**src/mrtu_pkg.sv**
```systemverilog
`timescale 1ns / 1ps
`default_nettype none

package mrtu_pkg;

    // result event codes
    localparam logic [2:0] EV_NONE      = 3'd0;
    localparam logic [2:0] EV_READ_OK   = 3'd1;
    localparam logic [2:0] EV_WRITE_OK  = 3'd2;
    localparam logic [2:0] EV_CRC_ERR   = 3'd3;
    localparam logic [2:0] EV_COUNT_REJ = 3'd4;

    // configuration register indexes
    localparam logic [1:0] CFG_RPM_TO_MMS = 2'd0;
    localparam logic [1:0] CFG_READ_FUNC  = 2'd1;
    localparam logic [1:0] CFG_WRITE_FUNC = 2'd2;
    localparam logic [1:0] CFG_MAX_COUNT  = 2'd3;

    localparam logic [15:0] RST_RPM_TO_MMS = 16'd4152;
    localparam logic [7:0]  RST_READ_FUNC  = 8'd3;
    localparam logic [7:0]  RST_WRITE_FUNC = 8'd6;
    localparam logic [7:0]  RST_MAX_COUNT  = 8'd16;

    localparam logic [15:0] CRC_INIT = 16'hFFFF;
    localparam logic [15:0] CRC_POLY = 16'hA001;

    // data bytes of a write-single-register echo ahead of its CRC
    localparam logic [7:0] WRITE_DATA_BYTES = 8'd4;

    localparam int QUEUE_DEPTH = 2;
    localparam int QUEUE_AW    = 1;
    localparam int QUEUE_CW    = 2;

    typedef struct packed {
        logic       func;
        logic [7:0] rx_byte;
        logic [1:0] motor_enable;
    } in_t;

    typedef struct packed {
        logic [2:0]         event_res;
        logic               motor_index;
        logic signed [15:0] speed_rpm;
        logic signed [15:0] speed_mms;
        logic [15:0]        motor_frame_count;
        logic [15:0]        read_ok_count;
        logic [15:0]        write_ok_count;
        logic               error_flag;
    } out_t;

    typedef struct packed {
        logic [15:0] rpm_to_mms_q16;
        logic [7:0]  read_func_code;
        logic [7:0]  write_func_code;
        logic [7:0]  max_byte_count;
    } cfg_t;

    // one classified item handed from the parser to the result side
    typedef struct packed {
        logic [2:0]  ev;
        logic [1:0]  addr;
        logic [15:0] first_reg;
        logic [1:0]  motor_enable;
    } frame_t;

    // CRC-16/MODBUS, one byte, reflected
    function automatic logic [15:0] crc_step(input logic [15:0] crc_in, input logic [7:0] b);
        logic [15:0] c;
        c = crc_in ^ {8'h00, b};
        for (int i = 0; i < 8; i++)
        begin
            if (c[0])
            begin
                c = (c >> 1) ^ CRC_POLY;
            end
            else
            begin
                c = c >> 1;
            end
        end
        return c;
    endfunction

endpackage

`default_nettype wire

```
**src/mrtu_fifo.sv**
```systemverilog
`timescale 1ns / 1ps
`default_nettype none

module mrtu_fifo (
    input  wire logic            clk,
    input  wire logic            rst_n,
    input  wire logic            push_valid,
    output logic                 push_ready,
    input  wire mrtu_pkg::frame_t push_data,
    output logic                 pop_valid,
    input  wire logic            pop_ready,
    output mrtu_pkg::frame_t     pop_data
);

    mrtu_pkg::frame_t mem_reg [mrtu_pkg::QUEUE_DEPTH];

    logic [mrtu_pkg::QUEUE_AW-1:0] wr_ptr_reg, wr_ptr_next;
    logic [mrtu_pkg::QUEUE_AW-1:0] rd_ptr_reg, rd_ptr_next;
    logic [mrtu_pkg::QUEUE_CW-1:0] count_reg, count_next;
    logic do_push, do_pop;

    assign push_ready = (count_reg != mrtu_pkg::QUEUE_CW'(mrtu_pkg::QUEUE_DEPTH));
    assign pop_valid  = (count_reg != '0);
    assign pop_data   = mem_reg[rd_ptr_reg];
    assign do_push    = push_valid && push_ready;
    assign do_pop     = pop_valid && pop_ready;

    always_comb
    begin
        wr_ptr_next = wr_ptr_reg;
        rd_ptr_next = rd_ptr_reg;
        count_next  = count_reg;
        if (do_push)
        begin
            wr_ptr_next = (wr_ptr_reg == mrtu_pkg::QUEUE_AW'(mrtu_pkg::QUEUE_DEPTH - 1))
                        ? '0 : wr_ptr_reg + 1'b1;
        end
        if (do_pop)
        begin
            rd_ptr_next = (rd_ptr_reg == mrtu_pkg::QUEUE_AW'(mrtu_pkg::QUEUE_DEPTH - 1))
                        ? '0 : rd_ptr_reg + 1'b1;
        end
        if (do_push && !do_pop)
        begin
            count_next = count_reg + 1'b1;
        end
        else if (do_pop && !do_push)
        begin
            count_next = count_reg - 1'b1;
        end
    end

    always_ff @(posedge clk or negedge rst_n)
    begin
        if (!rst_n)
        begin
            wr_ptr_reg <= '0;
            rd_ptr_reg <= '0;
            count_reg  <= '0;
        end
        else
        begin
            wr_ptr_reg <= wr_ptr_next;
            rd_ptr_reg <= rd_ptr_next;
            count_reg  <= count_next;
        end
    end

    always_ff @(posedge clk)
    begin
        if (do_push)
        begin
            mem_reg[wr_ptr_reg] <= push_data;
        end
    end

endmodule

`default_nettype wire

```
**src/mrtu_front.sv**
```systemverilog
`timescale 1ns / 1ps
`default_nettype none

module mrtu_front #(
    parameter int NUM_MOTORS = 2
) (
    input  wire logic            clk,
    input  wire logic            rst_n,
    input  wire logic            byte_valid,
    output logic                 byte_ready,
    input  wire mrtu_pkg::in_t    byte_item,
    input  wire mrtu_pkg::cfg_t   cfg,
    output logic                 push_valid,
    input  wire logic            push_ready,
    output mrtu_pkg::frame_t     push_frame
);

    localparam logic [2:0] ST_IDLE  = 3'd0;
    localparam logic [2:0] ST_FUNC  = 3'd1;
    localparam logic [2:0] ST_COUNT = 3'd2;
    localparam logic [2:0] ST_DATA  = 3'd3;
    localparam logic [2:0] ST_WRITE = 3'd4;
    localparam logic [2:0] ST_CRCL  = 3'd5;
    localparam logic [2:0] ST_CRCH  = 3'd6;
    localparam logic [2:0] ST_PARK  = 3'd7;

    logic [2:0]  state_reg, state_next;
    logic [7:0]  cnt_reg, cnt_next;
    logic [7:0]  bcf_reg, bcf_next;
    logic [1:0]  addr_reg, addr_next;
    logic [15:0] first_reg, first_next;
    logic [15:0] crc_reg, crc_next;
    logic [15:0] last2_reg, last2_next;
    logic [7:0]  cnt_inc;
    logic [7:0]  b;
    logic        accept;
    logic [2:0]  ev;

    assign byte_ready = push_ready;
    assign push_valid = byte_valid;
    assign accept     = byte_valid && push_ready;
    assign b          = byte_item.rx_byte;
    assign cnt_inc    = cnt_reg + 8'd1;

    always_comb
    begin
        state_next = state_reg;
        cnt_next   = cnt_reg;
        bcf_next   = bcf_reg;
        addr_next  = addr_reg;
        first_next = first_reg;
        crc_next   = crc_reg;
        last2_next = last2_reg;
        ev         = mrtu_pkg::EV_NONE;
        if (byte_item.func)
        begin
            // line gap: resync
            state_next = ST_IDLE;
            cnt_next   = '0;
        end
        else
        begin
            case (state_reg)
                ST_IDLE:
                begin
                    if ((b >= 8'd1) && (b <= 8'(NUM_MOTORS)))
                    begin
                        addr_next  = 2'(b - 8'd1);
                        crc_next   = mrtu_pkg::crc_step(mrtu_pkg::CRC_INIT, b);
                        state_next = ST_FUNC;
                    end
                    else
                    begin
                        state_next = ST_PARK;
                    end
                end
                ST_FUNC:
                begin
                    crc_next = mrtu_pkg::crc_step(crc_reg, b);
                    cnt_next = '0;
                    if (b == cfg.read_func_code)
                    begin
                        state_next = ST_COUNT;
                    end
                    else if (b == cfg.write_func_code)
                    begin
                        state_next = ST_WRITE;
                    end
                    else
                    begin
                        state_next = ST_PARK;
                    end
                end
                ST_COUNT:
                begin
                    crc_next = mrtu_pkg::crc_step(crc_reg, b);
                    bcf_next = b;
                    cnt_next = '0;
                    if (b > cfg.max_byte_count)
                    begin
                        ev         = mrtu_pkg::EV_COUNT_REJ;
                        state_next = ST_IDLE;
                    end
                    else
                    begin
                        state_next = (b == 8'd0) ? ST_CRCL : ST_DATA;
                    end
                end
                ST_DATA:
                begin
                    crc_next = mrtu_pkg::crc_step(crc_reg, b);
                    if (cnt_reg == 8'd0)
                    begin
                        first_next = {b, first_reg[7:0]};
                    end
                    else if (cnt_reg == 8'd1)
                    begin
                        first_next = {first_reg[15:8], b};
                    end
                    cnt_next = cnt_inc;
                    if (cnt_inc >= bcf_reg)
                    begin
                        state_next = ST_CRCL;
                    end
                end
                ST_CRCL:
                begin
                    // short frames pull the register out of the CRC bytes
                    if (bcf_reg == 8'd0)
                    begin
                        first_next = {b, first_reg[7:0]};
                    end
                    else if (bcf_reg == 8'd1)
                    begin
                        first_next = {first_reg[15:8], b};
                    end
                    last2_next = {8'h00, b};
                    state_next = ST_CRCH;
                end
                ST_CRCH:
                begin
                    if (bcf_reg == 8'd0)
                    begin
                        first_next = {first_reg[15:8], b};
                    end
                    last2_next = {b, last2_reg[7:0]};
                    ev         = ({b, last2_reg[7:0]} == crc_reg) ? mrtu_pkg::EV_READ_OK
                                                               : mrtu_pkg::EV_CRC_ERR;
                    cnt_next   = '0;
                    state_next = ST_IDLE;
                end
                ST_WRITE:
                begin
                    cnt_next = cnt_inc;
                    if (cnt_inc <= mrtu_pkg::WRITE_DATA_BYTES)
                    begin
                        crc_next = mrtu_pkg::crc_step(crc_reg, b);
                    end
                    else if (cnt_inc == mrtu_pkg::WRITE_DATA_BYTES + 8'd1)
                    begin
                        last2_next = {8'h00, b};
                    end
                    else
                    begin
                        last2_next = {b, last2_reg[7:0]};
                        ev         = ({b, last2_reg[7:0]} == crc_reg) ? mrtu_pkg::EV_WRITE_OK
                                                                   : mrtu_pkg::EV_CRC_ERR;
                        cnt_next   = '0;
                        state_next = ST_IDLE;
                    end
                end
                default:
                begin
                    // parked: drop bytes until a gap
                end
            endcase
        end
    end

    always_comb
    begin
        push_frame.ev           = ev;
        push_frame.addr         = addr_next;
        push_frame.first_reg    = first_next;
        push_frame.motor_enable = byte_item.motor_enable;
    end

    always_ff @(posedge clk or negedge rst_n)
    begin
        if (!rst_n)
        begin
            state_reg <= ST_IDLE;
            cnt_reg   <= '0;
            bcf_reg   <= '0;
            addr_reg  <= '0;
            first_reg <= '0;
            crc_reg   <= mrtu_pkg::CRC_INIT;
            last2_reg <= '0;
        end
        else if (accept)
        begin
            state_reg <= state_next;
            cnt_reg   <= cnt_next;
            bcf_reg   <= bcf_next;
            addr_reg  <= addr_next;
            first_reg <= first_next;
            crc_reg   <= crc_next;
            last2_reg <= last2_next;
        end
    end

endmodule

`default_nettype wire

```
**src/mrtu_back.sv**
```systemverilog
`timescale 1ns / 1ps
`default_nettype none

module mrtu_back #(
    parameter int NUM_MOTORS = 2
) (
    input  wire logic            clk,
    input  wire logic            rst_n,
    input  wire logic [15:0]     rpm_to_mms_q16,
    input  wire logic            pop_valid,
    output logic                 pop_ready,
    input  wire mrtu_pkg::frame_t pop_frame,
    output logic                 res_valid,
    input  wire logic            res_ready,
    output mrtu_pkg::out_t       res_item
);

    // counters
    logic [15:0] rd_total_reg, rd_total_next;
    logic [15:0] wr_total_reg, wr_total_next;
    logic        err_reg, err_next;
    logic [15:0] motor_frames_reg [NUM_MOTORS];
    logic [15:0] motor_frames_next [NUM_MOTORS];

    // multiply stage
    logic               a_valid_reg;
    logic [2:0]         a_ev_reg;
    logic               a_idx_reg;
    logic signed [15:0] a_rpm_reg;
    logic               a_neg_reg;
    logic [31:0]        a_prod_reg;
    logic [15:0]        a_mcount_reg;
    logic [15:0]        a_rd_reg;
    logic [15:0]        a_wr_reg;
    logic               a_err_reg;

    // output register
    logic           res_valid_reg;
    mrtu_pkg::out_t res_item_reg;

    logic               out_free, a_free, take;
    logic               is_read, enabled;
    logic signed [15:0] rpm_raw, rpm_en, rpm_dir;
    logic [15:0]        mag;
    logic [31:0]        prod;
    logic [15:0]        mcount;
    logic [32:0]        rounded;
    logic [16:0]        v;
    logic signed [15:0] mms;

    assign out_free  = !res_valid_reg || res_ready;
    assign a_free    = !a_valid_reg || out_free;
    assign pop_ready = a_free;
    assign take      = pop_valid && a_free;
    assign res_valid = res_valid_reg;
    assign res_item  = res_item_reg;

    // speed after enable and direction rules, then its magnitude times the factor
    always_comb
    begin
        is_read = (pop_frame.ev == mrtu_pkg::EV_READ_OK);
        enabled = ((pop_frame.addr == 2'd0) && pop_frame.motor_enable[0])
               || ((pop_frame.addr == 2'd1) && pop_frame.motor_enable[1]);
        rpm_raw = signed'(pop_frame.first_reg);
        rpm_en  = (enabled && is_read) ? rpm_raw : 16'sd0;
        rpm_dir = pop_frame.addr[0] ? 16'(-rpm_en) : rpm_en;
        mag     = rpm_dir[15] ? 16'(-rpm_dir) : unsigned'(rpm_dir);
        prod    = 32'(mag) * 32'(rpm_to_mms_q16);
    end

    always_comb
    begin
        rd_total_next = rd_total_reg;
        wr_total_next = wr_total_reg;
        err_next      = err_reg;
        mcount        = '0;
        for (int i = 0; i < NUM_MOTORS; i++)
        begin
            motor_frames_next[i] = motor_frames_reg[i];
        end
        case (pop_frame.ev)
            mrtu_pkg::EV_READ_OK:
            begin
                rd_total_next = rd_total_reg + 16'd1;
                err_next      = 1'b0;
                for (int i = 0; i < NUM_MOTORS; i++)
                begin
                    if (32'(pop_frame.addr) == i)
                    begin
                        motor_frames_next[i] = motor_frames_reg[i] + 16'd1;
                        mcount               = motor_frames_reg[i] + 16'd1;
                    end
                end
            end
            mrtu_pkg::EV_WRITE_OK:
            begin
                wr_total_next = wr_total_reg + 16'd1;
            end
            mrtu_pkg::EV_CRC_ERR:
            begin
                err_next = 1'b1;
            end
            default:
            begin
            end
        endcase
    end

    // round half away from zero, then saturate
    always_comb
    begin
        rounded = {1'b0, a_prod_reg} + 33'h0_0000_8000;
        v       = rounded[32:16];
        if (!a_neg_reg)
        begin
            mms = (v > 17'd32767) ? 16'sh7FFF : signed'(v[15:0]);
        end
        else
        begin
            mms = (v > 17'd32768) ? 16'sh8000 : signed'(16'(-v[15:0]));
        end
    end

    always_ff @(posedge clk or negedge rst_n)
    begin
        if (!rst_n)
        begin
            rd_total_reg  <= '0;
            wr_total_reg  <= '0;
            err_reg       <= 1'b0;
            a_valid_reg   <= 1'b0;
            res_valid_reg <= 1'b0;
            for (int i = 0; i < NUM_MOTORS; i++)
            begin
                motor_frames_reg[i] <= '0;
            end
        end
        else
        begin
            if (take)
            begin
                rd_total_reg <= rd_total_next;
                wr_total_reg <= wr_total_next;
                err_reg      <= err_next;
                for (int i = 0; i < NUM_MOTORS; i++)
                begin
                    motor_frames_reg[i] <= motor_frames_next[i];
                end
            end
            if (a_free)
            begin
                a_valid_reg <= pop_valid;
            end
            if (out_free)
            begin
                res_valid_reg <= a_valid_reg;
            end
        end
    end

    always_ff @(posedge clk)
    begin
        if (take)
        begin
            a_ev_reg     <= pop_frame.ev;
            a_idx_reg    <= is_read ? pop_frame.addr[0] : 1'b0;
            a_rpm_reg    <= rpm_dir;
            a_neg_reg    <= rpm_dir[15];
            a_prod_reg   <= prod;
            a_mcount_reg <= mcount;
            a_rd_reg     <= rd_total_next;
            a_wr_reg     <= wr_total_next;
            a_err_reg    <= err_next;
        end
        if (out_free && a_valid_reg)
        begin
            res_item_reg.event_res         <= a_ev_reg;
            res_item_reg.motor_index       <= a_idx_reg;
            res_item_reg.speed_rpm         <= a_rpm_reg;
            res_item_reg.speed_mms         <= mms;
            res_item_reg.motor_frame_count <= a_mcount_reg;
            res_item_reg.read_ok_count     <= a_rd_reg;
            res_item_reg.write_ok_count    <= a_wr_reg;
            res_item_reg.error_flag        <= a_err_reg;
        end
    end

endmodule

`default_nettype wire

```
**src/modbus_rtu_response_parser_unit.sv**
```systemverilog
// Modbus RTU reply parser for a link shared by up to NUM_MOTORS motor drives.
// Byte channel (byte_valid/byte_ready/byte_item): one item per received byte,
// or a line gap item (func set) that returns the parser to idle from any state.
// Result channel (res_valid/res_ready/res_item): exactly one item for every
// accepted byte item, in order: the frame outcome (read ok with scaled speed,
// write ok, CRC error, byte count rejected, or none), plus running counters.
// Config channel (cfg_valid/cfg_ready/cfg_index/cfg_data): always ready; write
// only while no item is in flight.
// Throughput: one item per cycle while res_ready stays high. The parser updates
// its state and the byte-wise CRC in the accept cycle; a two-entry queue feeds a
// two-stage result path (multiply, then round and saturate).
// Path: each accepted byte enters the queue, then the multiply stage register and
// the output register, which raises res_valid; the result is taken at the rising
// edge on which res_ready is high.
// Stall: when res_ready is low the result path holds, the queue fills and
// byte_ready drops; nothing is lost or repeated.
// Reset: parser idle, CRC preset, counters and error flag cleared, registers
// back to their defaults; no clearing pass is needed.
`timescale 1ns / 1ps
`default_nettype none

module modbus_rtu_response_parser_unit #(
    parameter int NUM_MOTORS = 2
) (
    input  wire logic          clk,
    input  wire logic          rst_n,
    // byte items
    input  wire logic          byte_valid,
    output logic               byte_ready,
    input  wire mrtu_pkg::in_t  byte_item,
    // result items
    output logic               res_valid,
    input  wire logic          res_ready,
    output mrtu_pkg::out_t     res_item,
    // register writes
    input  wire logic          cfg_valid,
    output logic               cfg_ready,
    input  wire logic [1:0]    cfg_index,
    input  wire logic [15:0]   cfg_data
);

    // configuration registers
    logic [15:0] rpm_to_mms_reg;
    logic [7:0]  read_func_reg;
    logic [7:0]  write_func_reg;
    logic [7:0]  max_count_reg;
    mrtu_pkg::cfg_t cfg;

    // parser to result path
    logic             push_valid, push_ready;
    mrtu_pkg::frame_t push_frame;
    logic             pop_valid, pop_ready;
    mrtu_pkg::frame_t pop_frame;

    assign cfg_ready = 1'b1;

    always_comb
    begin
        cfg.rpm_to_mms_q16  = rpm_to_mms_reg;
        cfg.read_func_code  = read_func_reg;
        cfg.write_func_code = write_func_reg;
        cfg.max_byte_count  = max_count_reg;
    end

    // take a register write; the index covers exactly the four registers
    always_ff @(posedge clk or negedge rst_n)
    begin
        if (!rst_n)
        begin
            rpm_to_mms_reg <= mrtu_pkg::RST_RPM_TO_MMS;
            read_func_reg  <= mrtu_pkg::RST_READ_FUNC;
            write_func_reg <= mrtu_pkg::RST_WRITE_FUNC;
            max_count_reg  <= mrtu_pkg::RST_MAX_COUNT;
        end
        else if (cfg_valid)
        begin
            case (cfg_index)
                mrtu_pkg::CFG_RPM_TO_MMS: rpm_to_mms_reg <= cfg_data;
                mrtu_pkg::CFG_READ_FUNC:  read_func_reg  <= cfg_data[7:0];
                mrtu_pkg::CFG_WRITE_FUNC: write_func_reg <= cfg_data[7:0];
                mrtu_pkg::CFG_MAX_COUNT:  max_count_reg  <= cfg_data[7:0];
                default:
                begin
                end
            endcase
        end
    end

    // classify bytes, track frame state and CRC
    mrtu_front #(
        .NUM_MOTORS (NUM_MOTORS)
    ) u_front (
        .clk        (clk),
        .rst_n      (rst_n),
        .byte_valid (byte_valid),
        .byte_ready (byte_ready),
        .byte_item  (byte_item),
        .cfg        (cfg),
        .push_valid (push_valid),
        .push_ready (push_ready),
        .push_frame (push_frame)
    );

    // decouple parser and result path
    mrtu_fifo u_fifo (
        .clk        (clk),
        .rst_n      (rst_n),
        .push_valid (push_valid),
        .push_ready (push_ready),
        .push_data  (push_frame),
        .pop_valid  (pop_valid),
        .pop_ready  (pop_ready),
        .pop_data   (pop_frame)
    );

    // scale speed, advance counters, hold the result
    mrtu_back #(
        .NUM_MOTORS (NUM_MOTORS)
    ) u_back (
        .clk            (clk),
        .rst_n          (rst_n),
        .rpm_to_mms_q16 (cfg.rpm_to_mms_q16),
        .pop_valid      (pop_valid),
        .pop_ready      (pop_ready),
        .pop_frame      (pop_frame),
        .res_valid      (res_valid),
        .res_ready      (res_ready),
        .res_item       (res_item)
    );

endmodule

`default_nettype wire

```
**config.mk**
```make
export PLATFORM = sky130hd
export DESIGN_NAME = modbus_rtu_response_parser_unit
export DESIGN_NICKNAME = d
export VERILOG_FILES = /design/src/mrtu_pkg.sv /design/src/mrtu_fifo.sv /design/src/mrtu_front.sv /design/src/mrtu_back.sv /design/src/modbus_rtu_response_parser_unit.sv
export SDC_FILE = /design/constraint.sdc
export NUM_CORES = 1
export LEC_CHECK = 0
export BUFFER_PORTS_ARGS = -buffer_cell sky130_fd_sc_hd__buf_4
export CAP_MARGIN = 20
export CORE_ASPECT_RATIO = 1.1
export CORE_MARGIN = 4
export CORE_UTILIZATION = 63
export DETAILED_ROUTE_END_ITERATION = 8
export GPL_ROUTABILITY_DRIVEN = 0
export HOLD_SLACK_MARGIN = 0.02
export PLACE_DENSITY = 0.84
export SLEW_MARGIN = 25
export SYNTH_ARGS = -nofsm -noshare
export SYNTH_HDL_FRONTEND = slang
export SYNTH_HIERARCHICAL = 1
export SYNTH_SLANG_ARGS = --single-unit
```
**constraint.sdc**
```tcl
create_clock -name clk -period 13.2 [get_ports clk]
set_clock_uncertainty 0.05 [all_clocks]
set_input_delay 3.96 -clock clk [delete_from_list [all_inputs] [get_ports clk]]
set_output_delay 3.96 -clock clk [all_outputs]
set_load 0.02 [all_outputs]
```
==> run_results.csv, run 1 <==
group,metric,value,unit
synth,synthesis.area,27300,um^2
global_route,grt_max_degree,97,
worst_hold_path,hp-class,"reg -> reg",
synth,synth-seq-cells,389,
critical_path,crit_type,"reg -> reg",
sta,slew_headroom,25.2,%
finish,utilization,70.5,%
critical_path,cp_data_required_time,13.43,ns
power_and_ir_drop,p_sw_share,35.4,%
die,die_y,226,um
placed_design,hpwlAfterDp,44.8,mm
finish,fin_area,30000,um^2
route,vias,19200,
die,core_area,42600,um^2
cts,cts_max_level,2,
route,drt_iter0_drc,1673,
cts,tritoncts,"built",
synth,seq_area_frac_synth,39.7,%
synth,syn_avg_cell_area,10.8,um^2
finish,syn_to_final_growth,9.89,%
critical_path,cp_max_fo,24,
power_and_ir_drop,vdd_drop_max,0.000152,V
synth,synth_top_area_share,23.8,%
power_and_ir_drop,p_leak,0.0136,uW
sta,rsz0062_at_grt,"no",
synth,synth_top_flop_cell,"edfxtp_1",
global_route,grt.overflow.total,0,
finish,largest_reg_flops,85,
route,totalWireLength,62.7,mm
synth,syn-num-nets,2902,
route,dr.pass1.iters,6,
placed_design,postPlaceCellArea,28600,um^2
power_and_ir_drop,p_per_area,161,nW/um^2
cts,hold_buffers,0,
synth,synth.distinct_cells,94,
route,wl_per_cell,19.5,um
cts,cts_buffers,40,
critical_path,r2r_cells,34,
power_and_ir_drop,p_clk_share,24.6,%
synth,postSynthCellCount,2538,
synth,synth_most_common_cell,"nand2_1",
cts,clk_latency,0.59,ns
sta,fmax,87.5,MHz
global_route,grtUsageTotal,27.2,%
critical_path,crit_arrival,11.66,ns
route,drc,0,
synth,synth-edff-count,217,
power_and_ir_drop,p_sw,1720,uW
finish,nNetsFinal,2979,
sta,fin_tns_setup,0,ns
global_route,antenna_found_initial,0,
global_route,grt_pass1_wl,102,mm
sta,finalSetupViolations,0,
outcome,status,"finished, final reports clean",
power_and_ir_drop,power_frac_comb,32.3,%
synth,yosys-top-cells-area,"edfxtp_1 24%, fa_1 14%, dfrtp_1 13%",
sta,slew_viol_final,0,
synth,yosys-top-cells-count,"329 x nand2_1, 277 x inv_1, 217 x edfxtp_1, 193 x fa_1, 153 x xnor2_1",
synth,synth_area_leader_cell,"edfxtp_1",
finish,antenna-diode-count,0,
die,die_w,207,um
cts,ctsResizeCount,0,
critical_path,slowest_stage,"or4b_1",
placed_design,port_buffers,120,
critical_path,startpoint_type,"flip-flop",
cts,clock_path_buffers,3,
critical_path,crit_path_end_kind,"flip-flop",
die,start_util,64.1,%
die,rows,79,
cts,root_buffer,"clkbuf_16",
sta,timing.hold.ws,0.319,ns
worst_hold_path,holdPathStages,0,
cts,clk_pin_slew,0.06,ns
cts,clock-sinks,389,
finish,drive_above_1_share,13.4,%
power_and_ir_drop,p_int,3130,uW
cts,post_cts_buffers,0,
sta,min_period_over_period,86.6,%
sta,hold_viol,0,
finish,fillers,2849,
die,die_area,46800,um^2
power_and_ir_drop,power_frac_seq,43.2,%
route,vias_per_cell,5.97,
die,ios,122,
global_route,grt_pass1_vias,19900,
sta,fin_crit,11.43,ns
synth,ys.warnings.count,6,
job,maxCapViolations,0,
synth,async_reset_ff_share,44.2,%
critical_path,slowest_delay,0.84,ns
route,ant_nets,0,
critical_path,cpMostUsedCell,"fa_1",
sta,tightest_slew,1.12,ns
[cells by family (layout without fill, tap and decap cells)]
| family | count (synthesis) | after routing | synth area share, % |
|---|---|---|---|
| multiplexers | 94 | 94 | 4.11 |
| flip-flops | 389 | 389 | 39.7 |
| adder cells (fa/ha/maj) | 330 | 330 | 20.4 |
| buffers and inverters | 378 | 486 | 5.67 |
| AO/OA/AOI/OAI | 288 | 288 | 7.13 |
| AND/OR/NAND/NOR | 798 | 798 | 14.5 |
| other | 1 | 1 | 0.0137 |
| XOR/XNOR | 260 | 260 | 8.44 |
[power by group through the flow]
stage	clock [uW]	combinational (uW)	sequential (uW)
detailed placement	0	1540	2110
floorplan	0	1020	2140
global route	1270	1700	2130
global placement	0	1480	2090
finish	1190	1560	2090
CTS	1210	1550	2090
[final timing paths]
kind                       slack (ns)                                       to                            from
setup / recovery                 1.77          u_back/a_prod_reg[31]$_DFFE_PP_   u_fifo/rd_ptr_reg$_DFFE_PN0P_
min in group asynchronous        3.41           rpm_to_mms_reg[10]$_DFFE_PN0P_                           rst_n
hold reg to reg                  0.32            u_back/res_item[75]$_DFFE_PP_  u_back/a_rpm_reg[10]$_DFFE_PP_
setup reg to reg                 1.77          u_back/a_prod_reg[31]$_DFFE_PP_   u_fifo/rd_ptr_reg$_DFFE_PN0P_
max in group asynchronous        8.42  u_back/motor_frames_reg[29]$_DFFE_PN0P_                           rst_n
hold / removal                   0.32            u_back/res_item[75]$_DFFE_PP_  u_back/a_rpm_reg[10]$_DFFE_PP_
[critical path, delay by kind of cell, from the launching register on]
| family | cells | cell delay [ns] |
|---|---|---|
| fa+ha+maj | 8 | 3.71 |
| simple gates | 9 | 3.08 |
| compound gates | 10 | 2.09 |
| xor+xnor | 2 | 0.93 |
| buf+inv | 4 | 0.52 |
| mux | 1 | 0.37 |
| flops | 1 | 0.33 |
[per-stage QoR]
stage          setup slack, ns  total power (uW)  instances
2_1_floorplan             3.52              3160       2538
3_3_place_gp              2.37              3570       3139
3_5_place_dp              2.05              3650       3139
4_1_cts                   1.98              4860       3212
5_1_grt                   1.24              5110       3213
6_report                  1.77              4850       3213
[cells in the final DEF (no fill, tap or decap), types with 32 or more instances in the layout]
master     instances
xor2_1           103
and2_1           124
nor2_1            95
clkbuf_16         40
o21ai_0           71
buf_4            130
edfxtp_1         217
nand2_1          329
dfrtp_1          147
inv_1            277
xnor2_1          150
ha_1             137
a21oi_1           63
fa_1             193
nand3_1           58
and3_1            32
mux2_2            69
[routing by layer]
metal	wire length (um)	share of wire (%)	GRT usage, %	vias up
li1	-	-	-	8638
met1	24800	40	36.4	9382
met2	30400	48	45.1	958
met3	5340	8.5	4.89	202
met4	2180	3.5	9.36	0
met5	0	0	0	-
[area by class of cell]
| type | count | area, um^2 | area share, % |
|---|---|---|---|
| Clock buffer | 49 | 1040 | 3.48 |
| Multi-Input combinational cell | 1771 | 15000 | 49.9 |
| Tap cell | 567 | 709 | 2.36 |
| Timing Repair Buffer | 133 | 1030 | 3.42 |
| Sequential cell | 389 | 10900 | 36.1 |
| Clock inverter | 24 | 367 | 1.22 |
| Inverter | 280 | 1050 | 3.51 |
Note: power is estimated with default switching activity, not from simulation.
==> run 2: changes to the inputs <==
GPL_TIMING_DRIVEN = 0   (was unset)
==> run_results.csv, run 2 (synthesis gave the netlist of run 1 again) <==
group,metric,value,unit
outcome,status,"finished, final reports clean",
finish,fillers,2859,
sta,slew_viol_final,0,
critical_path,slowest_delay,0.80,ns
die,die_y,226,um
route,totalWireLength,62.6,mm
finish,fin_cells,3301,
route,ant_nets,0,
cts,clk_latency,0.57,ns
cts,tritoncts,"built",
finish,final_common_cell,"nand2_1",
finish,largest_reg_flops,85,
job,maxCapViolations,0,
global_route,grt_pass1_wl,102,mm
route,drc,0,
global_route,grtUsageTotal,27.3,%
sta,min_period_over_period,89.6,%
sta,rsz0062_at_grt,"no",
power_and_ir_drop,total_power,4860,uW
global_route,grt.overflow.total,0,
placed_design,hpwlAfterDp,47.2,mm
route,dr.pass1.iters,7,
critical_path,crit_path_end_kind,"flip-flop",
sta,tightest_slew,1.14,ns
finish,register_area,10900,um^2
sta,fin_tns_setup,0,ns
global_route,grt_pass1_vias,20200,
die,start_util,64.1,%
route,vias,19500,
global_route,antenna_found_initial,2,
critical_path,cp_data_required_time,13.44,ns
finish,nNetsFinal,3066,
finish,syn_to_final_growth,11.2,%
die,die_w,207,um
finish,drive_above_1_share,13.6,%
critical_path,slowest_stage,"xnor2_1",
sta,slew_headroom,23.9,%
critical_path,crit_type,"reg -> reg",
cts,clock_path_buffers,3,
die,rows,79,
cts,cts_max_level,2,
power_and_ir_drop,vdd_drop_max,0.000221,V
cts,root_buffer,"clkbuf_16",
global_route,grt_max_degree,88,
cts,clk_pin_slew,0.06,ns
finish,fin_area,30400,um^2
sta,finalSetupViolations,0,
critical_path,startpoint_type,"flip-flop",
cts,hold_buffers,0,
placed_design,dp_cells,3228,
sta,fin_crit,11.83,ns
cts,ctsResizeCount,0,
sta,fmax,84.5,MHz
critical_path,cp_max_fo,10,
finish,multi_input_comb_area,14900,um^2
critical_path,crit_buf_inv,11,
die,ios,122,
cts,cts_buffers,39,
die,core_area,42600,um^2
route,vias_per_cell,5.92,
power_and_ir_drop,p_per_area,160,nW/um^2
critical_path,crit_family,"adder cells",
route,wl_per_cell,19.0,um
placed_design,postPlaceCellArea,29000,um^2
power_and_ir_drop,p_leak,0.0137,uW
cts,post_cts_buffers,0,
worst_hold_path,hp-class,"reg -> reg",
critical_path,crit_arrival,12.07,ns
cts,clock-sinks,389,
sta,hold_viol,0,
die,die_area,46800,um^2
route,drt_iter0_drc,1363,
finish,mostFrequentLayoutCells,"329 x nand2_1, 277 x inv_1, 217 x edfxtp_1",
placed_design,port_buffers,118,
-- run 2: changes by cell type in the layout (fill, tap and decap cells not counted), moves of 3 or more --
cell / previous run / this run
buf_1: 0 / 3
buf_12: 0 / 5
buf_2: 0 / 15
buf_4: 130 / 126
buf_6: 2 / 6
clkbuf_1: 8 / 68
clkbuf_8: 1 / 5
clkinv_2: 4 / 8
xnor2_1: 150 / 153
xnor2_2: 3 / 0
-- run 2: per-stage QoR --
step	hold slack (ns)	util, %	setup slack, ns
after floorplan	0.350	-	3.52
after global placement	0.352	67.9	1.97
after detailed placement	0.355	68.2	1.70
after CTS	0.356	71.3	1.70
after global routing	0.364	71.3	0.803
final	0.364	71.3	1.37
-- run 2: path summary, 6_finish.rpt --
kind | to | slack, ns | depth (start not counted) | start
max | u_back/a_prod_reg[30]$_DFFE_PP_ | 1.37 | 40 | u_fifo/rd_ptr_reg$_DFFE_PN0P_
min | u_back/res_item[79]$_DFFE_PP_ | 0.36 | 0 | u_back/a_rpm_reg[14]$_DFFE_PP_
max reg2reg | u_back/a_prod_reg[30]$_DFFE_PP_ | 1.37 | 40 | u_fifo/rd_ptr_reg$_DFFE_PN0P_
min reg2reg | u_back/res_item[79]$_DFFE_PP_ | 0.36 | 0 | u_back/a_rpm_reg[14]$_DFFE_PP_
max in group asynchronous | u_back/wr_total_reg[15]$_DFFE_PN0P_ | 8.80 | 2 | rst_n
min in group asynchronous | rpm_to_mms_reg[10]$_DFFE_PN0P_ | 3.33 | 1 | rst_n
-- run 2: report_power, final --
part	leakage, uW	switching [uW]	internal [uW]
registers	0.00432	239	1800
clock network	0.000659	476	660
logic	0.00873	999	687
-- run 2: final cells by class --
type / instances / area share [%]
inverter: 280 / 3.46
tap: 567 / 2.34
timing repair buffer: 123 / 3.28
buffer: 98 / 1.65
multi-input combinational: 1771 / 49.2
sequential: 389 / 35.7
clock inverter: 22 / 0.877
antenna: 1 / 0.00824
clock buffer: 50 / 3.51
-- run 2: metal layers --
metal	part of all wire (%)	vias to the layer above	GRT usage, %
met5	0.021	-	0
met4	4.5	2	11.2
met3	7.3	219	4.22
met2	50	924	46.5
met1	39	9553	35.1
li1	-	8838	-
==> run 3: changes to the inputs <==
clock period = 10.9 ns   (was 13.2 ns; I/O delays follow)
==> run_results.csv, run 3 (synthesis gave the netlist of run 1 again) <==
group,metric,value,unit
global_route,antenna_found_initial,2,
cts,clock_path_buffers,3,
critical_path,crit_path_end_kind,"flip-flop",
cts,root_buffer,"clkbuf_16",
critical_path,startpoint_type,"flip-flop",
route,wl_per_cell,19.1,um
route,vias,19600,
finish,utilization,72.1,%
critical_path,cp_max_fo,10,
power_and_ir_drop,p_leak,0.0139,uW
global_route,grt_max_degree,88,
placed_design,hpwlAfterDp,47.2,mm
die,die_area,46800,um^2
finish,final_common_cell,"nand2_1",
global_route,gr-usage-met2,47.1,%
die,core_area,42600,um^2
power_and_ir_drop,vdd_drop_max,0.000268,V
cts,cts_buffers,39,
power_and_ir_drop,p_per_area,192,nW/um^2
sta,fmax,94.0,MHz
cts,tritoncts,"built",
sta,layout_setup_ws,0.260,ns
route,drt_iter0_drc,1598,
cts,cts_max_level,2,
die,ios,122,
die,start_util,64.1,%
route,vias_per_cell,5.92,
route,totalWireLength,63.4,mm
global_route,grt_util_met1,35.1,%
global_route,grt.overflow.total,0,
placed_design,port_buffers,118,
outcome,status,"finished, final reports clean",
job,maxCapViolations,0,
placed_design,dp_cells,3228,
finish,drive_above_1_share,15.1,%
die,die_w,207,um
sta,fin_crit,10.64,ns
finish,fin_cells,3316,
placed_design,pre_cts_ws,-0.596,ns
cts,clk_pin_slew,0.06,ns
cts,clk_latency,0.57,ns
critical_path,rrSetupSlack,0.26,ns
route,drc,0,
sta,timing.hold.ws,0.364,ns
sta,tightest_slew,1.03,ns
global_route,grt_pass1_wl,102,mm
cts,clock-sinks,389,
finish,mostFrequentLayoutCells,"329 x nand2_1, 277 x inv_1, 217 x edfxtp_1",
worst_hold_path,hp-class,"reg -> reg",
die,die_y,226,um
sta,slew_viol_final,0,
sta,finalSetupViolations,0,
global_route,grt.busiest_layer,"met2",
critical_path,cpMostUsedCell,"fa_1",
cts,hold_buffers,0,
global_route,grtUsageMet3,4.38,%
finish,largest_reg_flops,85,
finish,nNetsFinal,3081,
die,rows,79,
global_route,grtUsageTotal,27.4,%
critical_path,slowest_stage,"fa_1",
critical_path,cp_data_required_time,11.14,ns
critical_path,crit_arrival,10.88,ns
sta,hold_viol,0,
sta,min_period_over_period,97.6,%
route,ant_nets,0,
sta,slew_headroom,30.7,%
critical_path,crit_type,"reg -> reg",
global_route,grt_pass1_vias,20200,
route,dr.pass1.iters,6,
finish,syn_to_final_growth,12.4,%
critical_path,slowest_delay,0.58,ns
-- run 3: changes by cell type in the layout (fill, tap and decap cells not counted), sizes merged --
cell and delta:
buf +17, clkbuf -2
-- run 3: worst paths after layout --
path	startpoint	depth (start not counted)	endpoint
worst max-delay path	u_fifo/rd_ptr_reg$_DFFE_PN0P_	39	u_back/a_prod_reg[30]$_DFFE_PP_
worst min-delay path	u_back/a_rpm_reg[14]$_DFFE_PP_	0	u_back/res_item[79]$_DFFE_PP_
worst max register to register	u_fifo/rd_ptr_reg$_DFFE_PN0P_	39	u_back/a_prod_reg[30]$_DFFE_PP_
worst min register to register	u_back/a_rpm_reg[14]$_DFFE_PP_	0	u_back/res_item[79]$_DFFE_PP_
max in group asynchronous	rst_n	2	u_back/wr_total_reg[15]$_DFFE_PN0P_
min in group asynchronous	rst_n	1	rpm_to_mms_reg[10]$_DFFE_PN0P_
-- run 3: through the flow --
stage	setup TNS, ns	total power [uW]	cell area, um^2
finish	0	5900	30700
global route	-0.567	6200	30700
CTS	0	5900	30500
detailed placement	-4.31	4500	29000
global placement	-1.56	4400	28900
floorplan	0	3830	27300
-- run 3: area by class of cell --
| cell class | count | area (um^2) |
|---|---|---|
| Antenna cell | 1 | 2.50 |
| Tap cell | 567 | 709 |
| Clock buffer | 50 | 1070 |
| Multi-Input combinational cell | 1771 | 15100 |
| Timing Repair Buffer | 139 | 1120 |
| Buffer | 97 | 528 |
| Clock inverter | 22 | 267 |
| Fill cell | 2811 | 11900 |
| Sequential cell | 389 | 10900 |
| Inverter | 280 | 1050 |
-- run 3: power by group --
part / internal [uW] / switching [uW] / leakage, uW
clock: 800 / 576 / 0.000659
combinational: 835 / 1220 / 0.00892
sequential: 2180 / 291 / 0.00432
-- run 3: repair_timing --
item	4_1_cts	5_1_grt
endpoints found under the setup margin	11	14
buffers inserted	2	14
gates cloned	0	0
pin swaps	1	8
gates resized for setup	19	31
-- run 3: critical path: cells and delay by family, from the launching register on --
kind,cells,cell delay [ns]
adder cells (fa/ha/maj),8,3.77
buffers and inverters,9,1.34
AO/OA/AOI/OAI,10,2.28
flip-flops,1,0.37
XOR/XNOR,1,0.31
AND/OR/NAND/NOR,10,1.92
multiplexers,1,0.34
-- run 3: per-layer routing --
metal | vias to the layer above | part of all wire, %
met3 | 210 | 7.4
met5 | - | 0.021
li1 | 8863 | -
met1 | 9648 | 38
met2 | 910 | 50
met4 | 2 | 4.3
